$ cat config.mk
export PLATFORM = sky130hd
export DESIGN_NAME = stbs_ctrl
export DESIGN_NICKNAME = d
export VERILOG_FILES = /design/src/hdl/stbs_pkg.sv /design/src/hdl/stbs_ctrl.sv
export SDC_FILE = /design/constraint.sdc
export NUM_CORES = 1
export LEC_CHECK = 0
export ABC_AREA = 1
export BUFFER_PORTS_ARGS = -buffer_cell sky130_fd_sc_hd__clkbuf_2
export CAP_MARGIN = 20
export CORE_AREA = 5 5 42 44
export CTS_CLUSTER_SIZE = 14
export DETAILED_ROUTE_END_ITERATION = 10
export DIE_AREA = 0 0 47 49
export GPL_ROUTABILITY_DRIVEN = 0
export GPL_TIMING_DRIVEN = 0
export PLACE_DENSITY = 0.43
export SYNTH_ARGS = -nofsm -noshare
export SYNTH_HDL_FRONTEND = slang
export SYNTH_SLANG_ARGS = --single-unit
$ cat constraint.sdc
create_clock -name clock -period 0.85 [get_ports clock]
set_clock_uncertainty 0.1 [all_clocks]
set_input_delay 0.1275 -clock clock [delete_from_list [all_inputs] [get_ports clock]]
set_output_delay 0.1275 -clock clock [all_outputs]
set_load 0.01 [all_outputs]
$ cat src/hdl/stbs_pkg.sv
// Shared types and constants for the sorted-table binary search block.
// Used by the controller, the datapath and the top level; depends on nothing.
package stbs_pkg;

   // Field widths fixed by the interface.
   localparam int DATA_W  = 32;
   localparam int POS_W   = 10;
   localparam int COUNT_W = 11;

   // Default table size.
   localparam int DEFAULT_TABLE_DEPTH = 1024;

   // Operation codes of an input item.
   localparam logic OP_WRITE  = 1'b0;
   localparam logic OP_SEARCH = 1'b1;

   // Commands from the controller to the datapath.
   typedef struct packed {
      logic write_entry;   // store the request's value in the table
      logic load_search;   // start a search: key, low and high bound
      logic probe;         // read the table at the middle of the range
      logic compare;       // compare the read entry and narrow the range
      logic load_rsp;      // move the search outcome to the result register
   } stbs_cmd_type;

   // Status from the datapath to the controller.
   typedef struct packed {
      logic range_open;    // the search range still holds at least one position
      logic entry_equal;   // the entry read last equals the key
   } stbs_status_type;

endpackage

$ cat src/hdl/stbs_ctrl.sv
// Controller of the sorted-table binary search: sequences accept, probe,
// compare and result hand-off. Depends on stbs_pkg.
module stbs_ctrl (
   input  logic                      clock,
   input  logic                      reset,
   input  logic                      req_valid,
   input  logic                      req_op,
   output logic                      req_stall,
   output logic                      rsp_valid,
   input  logic                      rsp_stall,
   output stbs_pkg::stbs_cmd_type    cmd,
   input  stbs_pkg::stbs_status_type status
);

   typedef enum logic [1:0] {
      S_IDLE,
      S_CHECK,
      S_COMPARE,
      S_FINISH
   } state_type;

   state_type state_ff, state_in;
   logic      rsp_valid_ff, rsp_valid_in;
   logic      req_take;
   logic      rsp_free;

   assign req_stall = state_ff != S_IDLE;
   assign req_take  = req_valid && !req_stall;
   assign rsp_free  = !rsp_valid_ff || !rsp_stall;

   // Next state and commands.
   always_comb begin
      state_in = state_ff;
      cmd      = '0;
      unique case (state_ff)
         S_IDLE: begin
            if (req_take) begin
               if (req_op == stbs_pkg::OP_SEARCH) begin
                  cmd.load_search = 1'b1;
                  state_in        = S_CHECK;
               end else begin
                  cmd.write_entry = 1'b1;
               end
            end
         end
         S_CHECK: begin
            if (status.range_open) begin
               cmd.probe = 1'b1;
               state_in  = S_COMPARE;
            end else begin
               state_in = S_FINISH;
            end
         end
         S_COMPARE: begin
            cmd.compare = 1'b1;
            state_in    = status.entry_equal ? S_FINISH : S_CHECK;
         end
         S_FINISH: begin
            if (rsp_free) begin
               cmd.load_rsp = 1'b1;
               state_in     = S_IDLE;
            end
         end
         default: state_in = S_IDLE;
      endcase
   end

   // Result valid flag: set on load, cleared once the transfer happens.
   always_comb begin
      rsp_valid_in = rsp_valid_ff;
      if (cmd.load_rsp) begin
         rsp_valid_in = 1'b1;
      end else if (!rsp_stall) begin
         rsp_valid_in = 1'b0;
      end
   end

   // State and registered outputs.
   always_ff @(posedge clock) begin
      if (reset) begin
         state_ff     <= S_IDLE;
         rsp_valid_ff <= 1'b0;
      end else begin
         state_ff     <= state_in;
         rsp_valid_ff <= rsp_valid_in;
      end
   end

   assign rsp_valid = rsp_valid_ff;

   // A result is only loaded when the output register is free.
   a_load_free: assert property (@(posedge clock) disable iff (reset)
      cmd.load_rsp |-> (!rsp_valid_ff || !rsp_stall))
      else $error("result loaded over a pending transfer");

   // An accepted search enters the range check in the next cycle.
   a_search_start: assert property (@(posedge clock) disable iff (reset)
      (req_take && req_op == stbs_pkg::OP_SEARCH) |=> state_ff == S_CHECK)
      else $error("search did not start");

   // Result valid only rises after a load.
   a_valid_source: assert property (@(posedge clock) disable iff (reset)
      $rose(rsp_valid_ff) |-> $past(cmd.load_rsp))
      else $error("result valid without load");

endmodule

**Word level (Yosys, flattened, before mapping)**

Index checks and enable logic that the tools add are counted.

- Equality and inequality tests: 7
- Muxes and demuxes: 17
- Reduce and logical (&&, ||, !) cells: 8

Operators with widths:

| operator | number |
|---|---|
| two-way mux 2 bit | 6 |
| two-way mux 1 bit | 10 |
| one-hot mux 2 bit (4 select lines) | 1 |
| inequality test 2 bit (second input constant) | 3 |
| == test 2 bit (second input constant) | 2 |
| logical NOT 1 bit | 3 |
| AND reduction 3 bit | 1 |
| == test 2 x 1 -> 1 bit (second input constant) | 1 |
| logical NOT 2 bit | 1 |
| inequality test 2 x 1 -> 1 bit (second input constant) | 1 |
| nonzero test 2 bit | 1 |
| logical AND 1 bit | 1 |
| logical OR 1 bit | 1 |

- Register bits after elaboration: 3
- Input port bits: 7
- Output and inout port bits: 7
- Logic and storage cells: 34

**Logic depth before layout (Yosys ltp)**

Gate-level depths: netlist of run 1.

- Word-level depth: 5
- Gate-level depth with buffers: 5
- Gate-level depth less buffers: 5

**Worst setup path before layout of run 1**

OpenSTA, ideal clock, no wires.

- Path type: flip-flop to output port
- From: reg state_ff[0]
- To: out cmd[3] (netlist bit)
- Data arrival time: 0.751 ns
- Required time: 0.622 ns
- Setup slack: -0.128 ns
- Stages on the path, launching flop included: 4
- Cells stage by stage: dfxtp_1 nor2_1 inv_1 nor2_1

RTL lines:

| what | line | RTL |
|---|---|---|
| from (decl) | stbs_ctrl.sv:22 | `state_type state_ff, state_in;` |
| from (signal assigned) | stbs_ctrl.sv:84 | `state_ff <= state_in;` |
| to (decl) | stbs_ctrl.sv:11 | `output stbs_pkg::stbs_cmd_type cmd,` |

**Final worst setup path of run 1**

- From: reg state_ff[0]
- To: reg rsp_valid_ff, in the netlist rsp_valid

- Cells in the longest elaborated chain, start to end: 3
- Elaborated cells on any way between the ends: 4

Ends and longest elaborated chain:

| what | line | RTL |
|---|---|---|
| == test 2 bit * | stbs_ctrl.sv:35 | `unique case (state_ff)` |
| two-way mux 1 bit * | stbs_ctrl.sv:35 |  |
| inequality test 2 x 1 -> 1 bit (no source line) or two-way mux 1 bit (tied branches) | -- |  |
| to (signal assigned) | stbs_ctrl.sv:85 | `rsp_valid_ff <= rsp_valid_in;` |
| to (decl) | stbs_ctrl.sv:23 | `logic rsp_valid_ff, rsp_valid_in;` |

Every way passes the cells marked *; elsewhere a longest branch is shown, timed or not.
A chain may end at the register's enable or synchronous reset.

==> results of run 1 <==
-- registers in the layout, summed over array words and instances (netlist names) --
name and flops:
state_ff 2, rsp_valid 1
-- logic make-up (layout without fill, tap and decap cells) --
logic type,Yosys count,count (layout),share of synthesized area
buffers and inverters,7,28,0.1905
AO/OA/AOI/OAI,2,2,0.06349
flip-flops,3,3,0.3810
AND/OR/NAND/NOR,15,15,0.3650
-- layout make-up --
type,count,area [um^2]
inverters,6,22.52
well taps,16,20.02
multi-input cells,17,101.3
repair buffers,18,123.9
fillers,165,1039
clock buffers,4,26.28
flip-flops and latches,3,68.82
-- worst max path at each step --
stage,to,slack (ns)
floorplan,cmd[0],-0.03
global placement,cmd[0],-0.16
detailed placement,cmd[0],-0.17
CTS,cmd[4],-0.36
global route,cmd[4],-0.41
finish,rsp_valid,-0.33
-- worst min-delay path: stages --
cell and delay, ns:
clkbuf_2 0.08, a21oi_1 0.05, nor2_1 0.09
-- placed cells by master (no fill, tap or decap) --
| master | n |
|---|---|
| dlygate4sd3_1 | 1 |
| buf_2 | 3 |
| nand2_2 | 3 |
| nand2_1 | 5 |
| buf_6 | 3 |
| nor2_4 | 2 |
| a21oi_2 | 1 |
| dfxtp_4 | 2 |
| dfxtp_2 | 1 |
| clkbuf_2 | 7 |
| clkbuf_1 | 1 |
| inv_1 | 4 |
| buf_4 | 4 |
| nor2_1 | 3 |
| a21oi_1 | 1 |
| clkbuf_4 | 3 |
| nor2_2 | 1 |
| inv_2 | 2 |
| nand3_2 | 1 |
-- routing by layer --
| layer | track usage | up-vias | wire length (um) |
|---|---|---|---|
| met1 | 0.03720 | 98 | 136 |
| li1 | - | 119 | - |
| met5 | 0 | - | 0 |
| met3 | 0.03321 | 0 | 60 |
| met4 | 0.02765 | 0 | 0 |
| met2 | 0.05204 | 8 | 231 |
-- stage by stage --
| step | TNS, ns | utilization | instances | area [um^2] | hold slack, ns |
|---|---|---|---|---|---|
| 6_report | -2.063 | 0.2589 | 64 | 362.8 | 0.05908 |
| 5_1_grt | -2.675 | 0.2589 | 64 | 362.8 | 0.08073 |
| 4_1_cts | -2.271 | 0.2420 | 64 | 339.1 | 0.06017 |
| 3_5_place_dp | -0.5333 | 0.1964 | 56 | 275.3 | 0.2045 |
| 3_3_place_gp | -0.5069 | 0.1964 | 56 | 275.3 | 0.2009 |
| 2_1_floorplan | -0.07123 | - | 27 | 190.2 | 0.08915 |
-- repair_timing --
action | 4_1_cts | 5_1_grt
hold endpoints to repair | 1 | 0
setup endpoints to repair | 9 | 10
hold buffers | 1 | 0
gates resized for setup | 2 | 12
pin swaps | 4 | 0
buffers inserted | 4 | 0
-- power groups by stage --
stage	combinational [mW]	clock, mW	sequential (mW)
floorplan	0.0784	0	0.174
global placement	0.125	0	0.176
detailed placement	0.126	0	0.176
CTS	0.138	0.250	0.175
global route	0.169	0.267	0.179
finish	0.154	0.238	0.175
==> flow_metrics.env, run 1 <==
export IMPL_synth_area_leaders="dfxtp_1, nand2_1, inv_1, nor2_1, a21oi_1"
export IMPL_pwr_density_cell_nw_per_um2=1562
export IMPL_max_freq_ghz=0.8447
export IMPL_cpLargestDelayFamily="buffers and inverters"
export IMPL_cp_required_ns=0.91
export IMPL_grt_pass1_wl_um=607
export IMPL_critPathMaxFanout=5
export IMPL_cts_sinks=3
export IMPL_max_cap_viol_count=0
export IMPL_path_buf_inv=4
export IMPL_async_flop_share=0
export IMPL_reg2reg_to="rsp_valid"
export IMPL_combPwrFrac=0.271
export IMPL_relSlewSlack=0.9158
export IMPL_crit_start="state_ff[0]"
export IMPL_drive_gt1_frac=0.6875
export IMPL_crit_path_start_kind="register"
export IMPL_tritoncts="yes"
export IMPL_swShare=0.2752
export IMPL_nets=56
export IMPL_hold_path_depth=3
export IMPL_outcome="finished with violations"
export IMPL_start_util=0.1125
export IMPL_period_share=1.393
export IMPL_die_h_um=49
export IMPL_cts_buffers=3
export IMPL_drc=0
export IMPL_ys_seq_elements=3
export IMPL_vdd_drop_max_mv=0.3734
export IMPL_reg2reg_depth=6
export IMPL_rsz0062_at_grt="yes"
export IMPL_failed_checks="negative setup slack"
export IMPL_routed_via_density=3.516
export IMPL_internal_power_uw=410.7
export IMPL_syn2layout_area_growth_pct=130.2
export IMPL_critical_path_depth=6
export IMPL_crit_arrival_ns=1.24
export IMPL_crit_path_end_kind="register"
export IMPL_cts_buffer_depth=2
export IMPL_antenna_found_initial=0
export IMPL_portBuffers=13
export IMPL_firstDrtPassIters=2
export IMPL_syn_area_um2=157.7
export IMPL_cpPeakStageDelay_ns=0.37
export IMPL_fp_dieArea_um2=2303
export IMPL_drt_iter0_drc=1
export IMPL_dpl_hpwl_um=356.8
export IMPL_p_leak_nw=0.2038
export IMPL_htreeDepth=1
export IMPL_critPathMostFrequentCell="buf_4"
export IMPL_yosysTopAreaCellShare=0.3810
export IMPL_clk_latency_ns=0.23
export IMPL_synth_nets=34
export IMPL_synthCells=27
export IMPL_drv_slew=0
export IMPL_period_minus_slack_ns=1.184
export IMPL_row_count=14
export IMPL_clock_tree_root_cell="clkbuf_4"
export IMPL_critPathSlowestCell="dfxtp_4"
export IMPL_first_global_vias=175
export IMPL_synth_main_ff_cell="dfxtp_1"
export IMPL_total_power_uw=566.7
export IMPL_critical_path_class="register to register"
export IMPL_yosysMostFrequentCell="nand2_1"
export IMPL_yosysTopAreaCell="dfxtp_1"
export IMPL_vias=225
export IMPL_reg2reg_from="state_ff[0]"
export IMPL_diodes=0
export IMPL_regToRegSetupSlack_ns=-0.33
export IMPL_finalSetupViolCount=8
export IMPL_core_area_um2=1401
export IMPL_clkSlewWorstSetupHoldPaths_ns=0.03
export IMPL_synth_edf_count=0
export IMPL_setup_ws_ns=-0.3338
export IMPL_drt_wl_total_um=428
export IMPL_grt_use_total=0.03868
export IMPL_synth_warnings=0
export IMPL_final_hold_violation_count=0
export IMPL_ys_seq_area_frac=0.3810
export IMPL_fp_dieW_um=47
export IMPL_whs_endpoint="state_ff[1]"
export IMPL_min_path_type="input pin to register"
export IMPL_detail_route_antenna_nets=0
export IMPL_place_ws_ns=-0.1669
export IMPL_ys_types=7
export IMPL_avgRoutedWirePerCell_um=6.688
export IMPL_syn_area_per_cell_um2=5.839
export IMPL_pin_count=14
export IMPL_tightestPinTransition_ns=0.1261
export IMPL_p_seq_frac=0.308
export IMPL_yosys_top_cells_count="nand2_1, inv_1, nor2_1"
export IMPL_grt_overflow=0
export IMPL_switchingPower_uw=155.9
export IMPL_power_frac_clock=0.421
export IMPL_hp_start="status[0]"
export IMPL_crit_path_cell_trace="nand2_2 > buf_4 > buf_4 > buf_4 > buf_4 > a21oi_2"
export IMPL_grt_start_max_net_pins=6
No activity file was read; power rests on OpenSTA's default activity.
==> run 2: changes to the inputs <==
==> constraint.sdc (replaced) <==
create_clock -name clock -period 0.85 [get_ports clock]
set_clock_uncertainty 0.1 [all_clocks]
set_input_delay 0.17 -clock clock [delete_from_list [all_inputs] [get_ports clock]]
set_output_delay 0.17 -clock clock [all_outputs]
set_load 0.01 [all_outputs]
==> run 2 against run 1 <==
  * The run still ends with negative setup slack left
  * Worst hold slack got worse by 0.045 ns
  * Sequential share of layout area increased by 0.54 points
  * Final cell count is 1.6% lower
  * Register-to-register slack about the same
  * Sequential power hardly changed
  * Via count decreased by 1.8%
  * Clock-buffer cell count unchanged
  * Global-route usage is 0.14 points higher
  * Maximum frequency shrank 3.3%
  * Non-clock buffer count fell by 1
  * Critical path depth decreased by 2
  * Critical endpoint is now cmd[4]
  * Largest cell class unchanged
==> flow_metrics.env, run 2 (same netlist as run 1, synthesis figures left out) <==
export IMPL_outcome="finished with violations"
export IMPL_top_register="state_ff"
export IMPL_drc=0
export IMPL_swShare=0.2761
export IMPL_antenna_found_initial=0
export IMPL_grt_util_met3=0.03321
export IMPL_crit_path_cell_trace="nor2_4 > nand2_1 > nor2_2 > buf_2"
export IMPL_relSlewSlack=0.9158
export IMPL_combPwrFrac=0.267
export IMPL_crit_arrival_ns=0.95
export IMPL_cts_sinks=3
export IMPL_pin_count=14
export IMPL_tritoncts="yes"
export IMPL_drv_slew=0
export IMPL_drive_gt1_frac=0.7021
export IMPL_firstDrtPassIters=2
export IMPL_max_freq_ghz=0.8165
export IMPL_dpl_hpwl_um=356.8
export IMPL_path_buf_inv=1
export IMPL_fp_dieArea_um2=2303
export IMPL_core_area_um2=1401
export IMPL_syn2layout_area_growth_pct=123.8
export IMPL_power_frac_clock=0.423
export IMPL_fin_area_um2=352.8
export IMPL_cpPeakStageDelay_ns=0.35
export IMPL_multi_input_area_um2=101.3
export IMPL_largest_reg_flops=2
export IMPL_die_h_um=49
export IMPL_fp_dieW_um=47
export IMPL_tns_ns=-2.357
export IMPL_grt_use_met1=0.03939
export IMPL_diodes=0
export IMPL_cts_buffers=3
export IMPL_critical_path_depth=4
export IMPL_crit_end="cmd[4]"
export IMPL_critical_path_class="register to output port"
export IMPL_finalSetupViolCount=8
export IMPL_reg2reg_from="state_ff[0]"
export IMPL_grt_pass1_wl_um=627
export IMPL_start_util=0.1125
export IMPL_seqCellArea_um2=68.82
export IMPL_min_path_type="input pin to register"
export IMPL_pwr_density_cell_nw_per_um2=1596
export IMPL_p_seq_frac=0.310
export IMPL_period_minus_slack_ns=1.225
export IMPL_cp_required_ns=0.58
export IMPL_tightestPinTransition_ns=0.1261
export IMPL_regToRegSetupSlack_ns=-0.33
export IMPL_critPathSlowestCell="dfxtp_4"
export IMPL_gr_usage_met2=0.05430
export IMPL_nets=55
export IMPL_avgRoutedWirePerCell_um=6.714
export IMPL_clk_latency_ns=0.23
export IMPL_fill_cells=168
export IMPL_switchingPower_uw=155.5
export IMPL_cts_buffer_depth=2
export IMPL_setup_ws_ns=-0.3747
export IMPL_internal_power_uw=407.7
export IMPL_max_cap_viol_count=0
export IMPL_cpLargestDelayFamily="flip-flops"
export IMPL_crit_start="state_ff[1]"
export IMPL_placed_area_um2=275.3
export IMPL_top_usage_layer="met2"
export IMPL_p_leak_nw=0.1996
export IMPL_final_hold_violation_count=0
export IMPL_vdd_drop_max_mv=0.3733
export IMPL_routed_via_density=3.508
export IMPL_mostFrequentLayoutCells="clkbuf_2, nand2_1, inv_1, buf_4"
export IMPL_clock_tree_root_cell="clkbuf_4"
export IMPL_crit_path_end_kind="output port"
export IMPL_grt_use_total=0.04008
export IMPL_drt_iter0_drc=1
export IMPL_clkSlewWorstSetupHoldPaths_ns=0.03
export IMPL_drt_wl_total_um=423
export IMPL_period_share=1.441
export IMPL_htreeDepth=1
export IMPL_detail_route_antenna_nets=0
export IMPL_vias=221
export IMPL_grt_overflow=0
export IMPL_rsz0062_at_grt="yes"
export IMPL_reg2reg_to="rsp_valid"
export IMPL_mostFrequentLayoutCell="clkbuf_2"
export IMPL_reg2reg_depth=6
export IMPL_total_power_uw=563.2
export IMPL_grt_start_max_net_pins=6
export IMPL_failed_checks="negative setup slack"
export IMPL_row_count=14
export IMPL_crit_path_start_kind="register"
export IMPL_critPathMaxFanout=4
export IMPL_portBuffers=13
export IMPL_first_global_vias=179
-- run 2: changes by cell type in the layout (fill, tap and decap cells not counted) --
cell	delta
dlygate4sd3_1	-1
-- run 2: per-layer routing --
layer | share of wire | routed length, um
met5 | 0 | 0
met4 | 0 | 0
met3 | 0.14 | 60
met2 | 0.54 | 229
met1 | 0.31 | 133
-- run 2: power by group through the flow --
stage / Combinational (mW) / Clock, mW / Sequential, mW
floorplan: 0.0784 / 0 / 0.174
global placement: 0.125 / 0 / 0.176
detailed placement: 0.126 / 0 / 0.176
CTS: 0.134 / 0.250 / 0.175
global route: 0.166 / 0.267 / 0.179
finish: 0.150 / 0.238 / 0.175
-- run 2: how the worst min path moves through the flow --
stage                     end  slack (ns)   from  cells past startpoint
floorplan           rsp_valid        0.13  reset                      1
global placement    rsp_valid        0.24  reset                      2
detailed placement  rsp_valid        0.25  reset                      2
CTS                 rsp_valid        0.01  reset                      2
global route        rsp_valid        0.02  reset                      2
finish              rsp_valid        0.01  reset                      2
-- run 2: per-stage QoR --
stage	hold slack, ns	setup WS (ns)	utilization	instances
4_1_cts	0.009848	-0.4039	0.2348	63
5_1_grt	0.02381	-0.4508	0.2518	63
6_report	0.01369	-0.3747	0.2518	63
3_5_place_dp	0.2470	-0.2094	0.1964	56
2_1_floorplan	0.1317	-0.06853	-	27
3_3_place_gp	0.2434	-0.2015	0.1964	56
-- run 2: layout make-up --
class / count / share of cell area
Multi-Input combinational cell: 17 / 0.2872
Timing Repair Buffer: 17 / 0.3227
Clock buffer: 4 / 0.07447
Sequential cell: 3 / 0.1950
Tap cell: 16 / 0.05674
Inverter: 6 / 0.06383
-- run 2: repair_timing --
action	4_1_cts	5_1_grt
buffers inserted	4	0
endpoints found under the setup margin	9	10
hold buffers	0	0
pin swaps	4	0
hold endpoints to repair	0	0
gates resized for setup	2	12
-- run 2: worst register-to-register path: stages (launching register included) --
cell and delay, ns:
dfxtp_4 0.37, nand2_2 0.06, buf_4 0.13, buf_4 0.12, buf_4 0.12, buf_4 0.12, a21oi_2 0.10
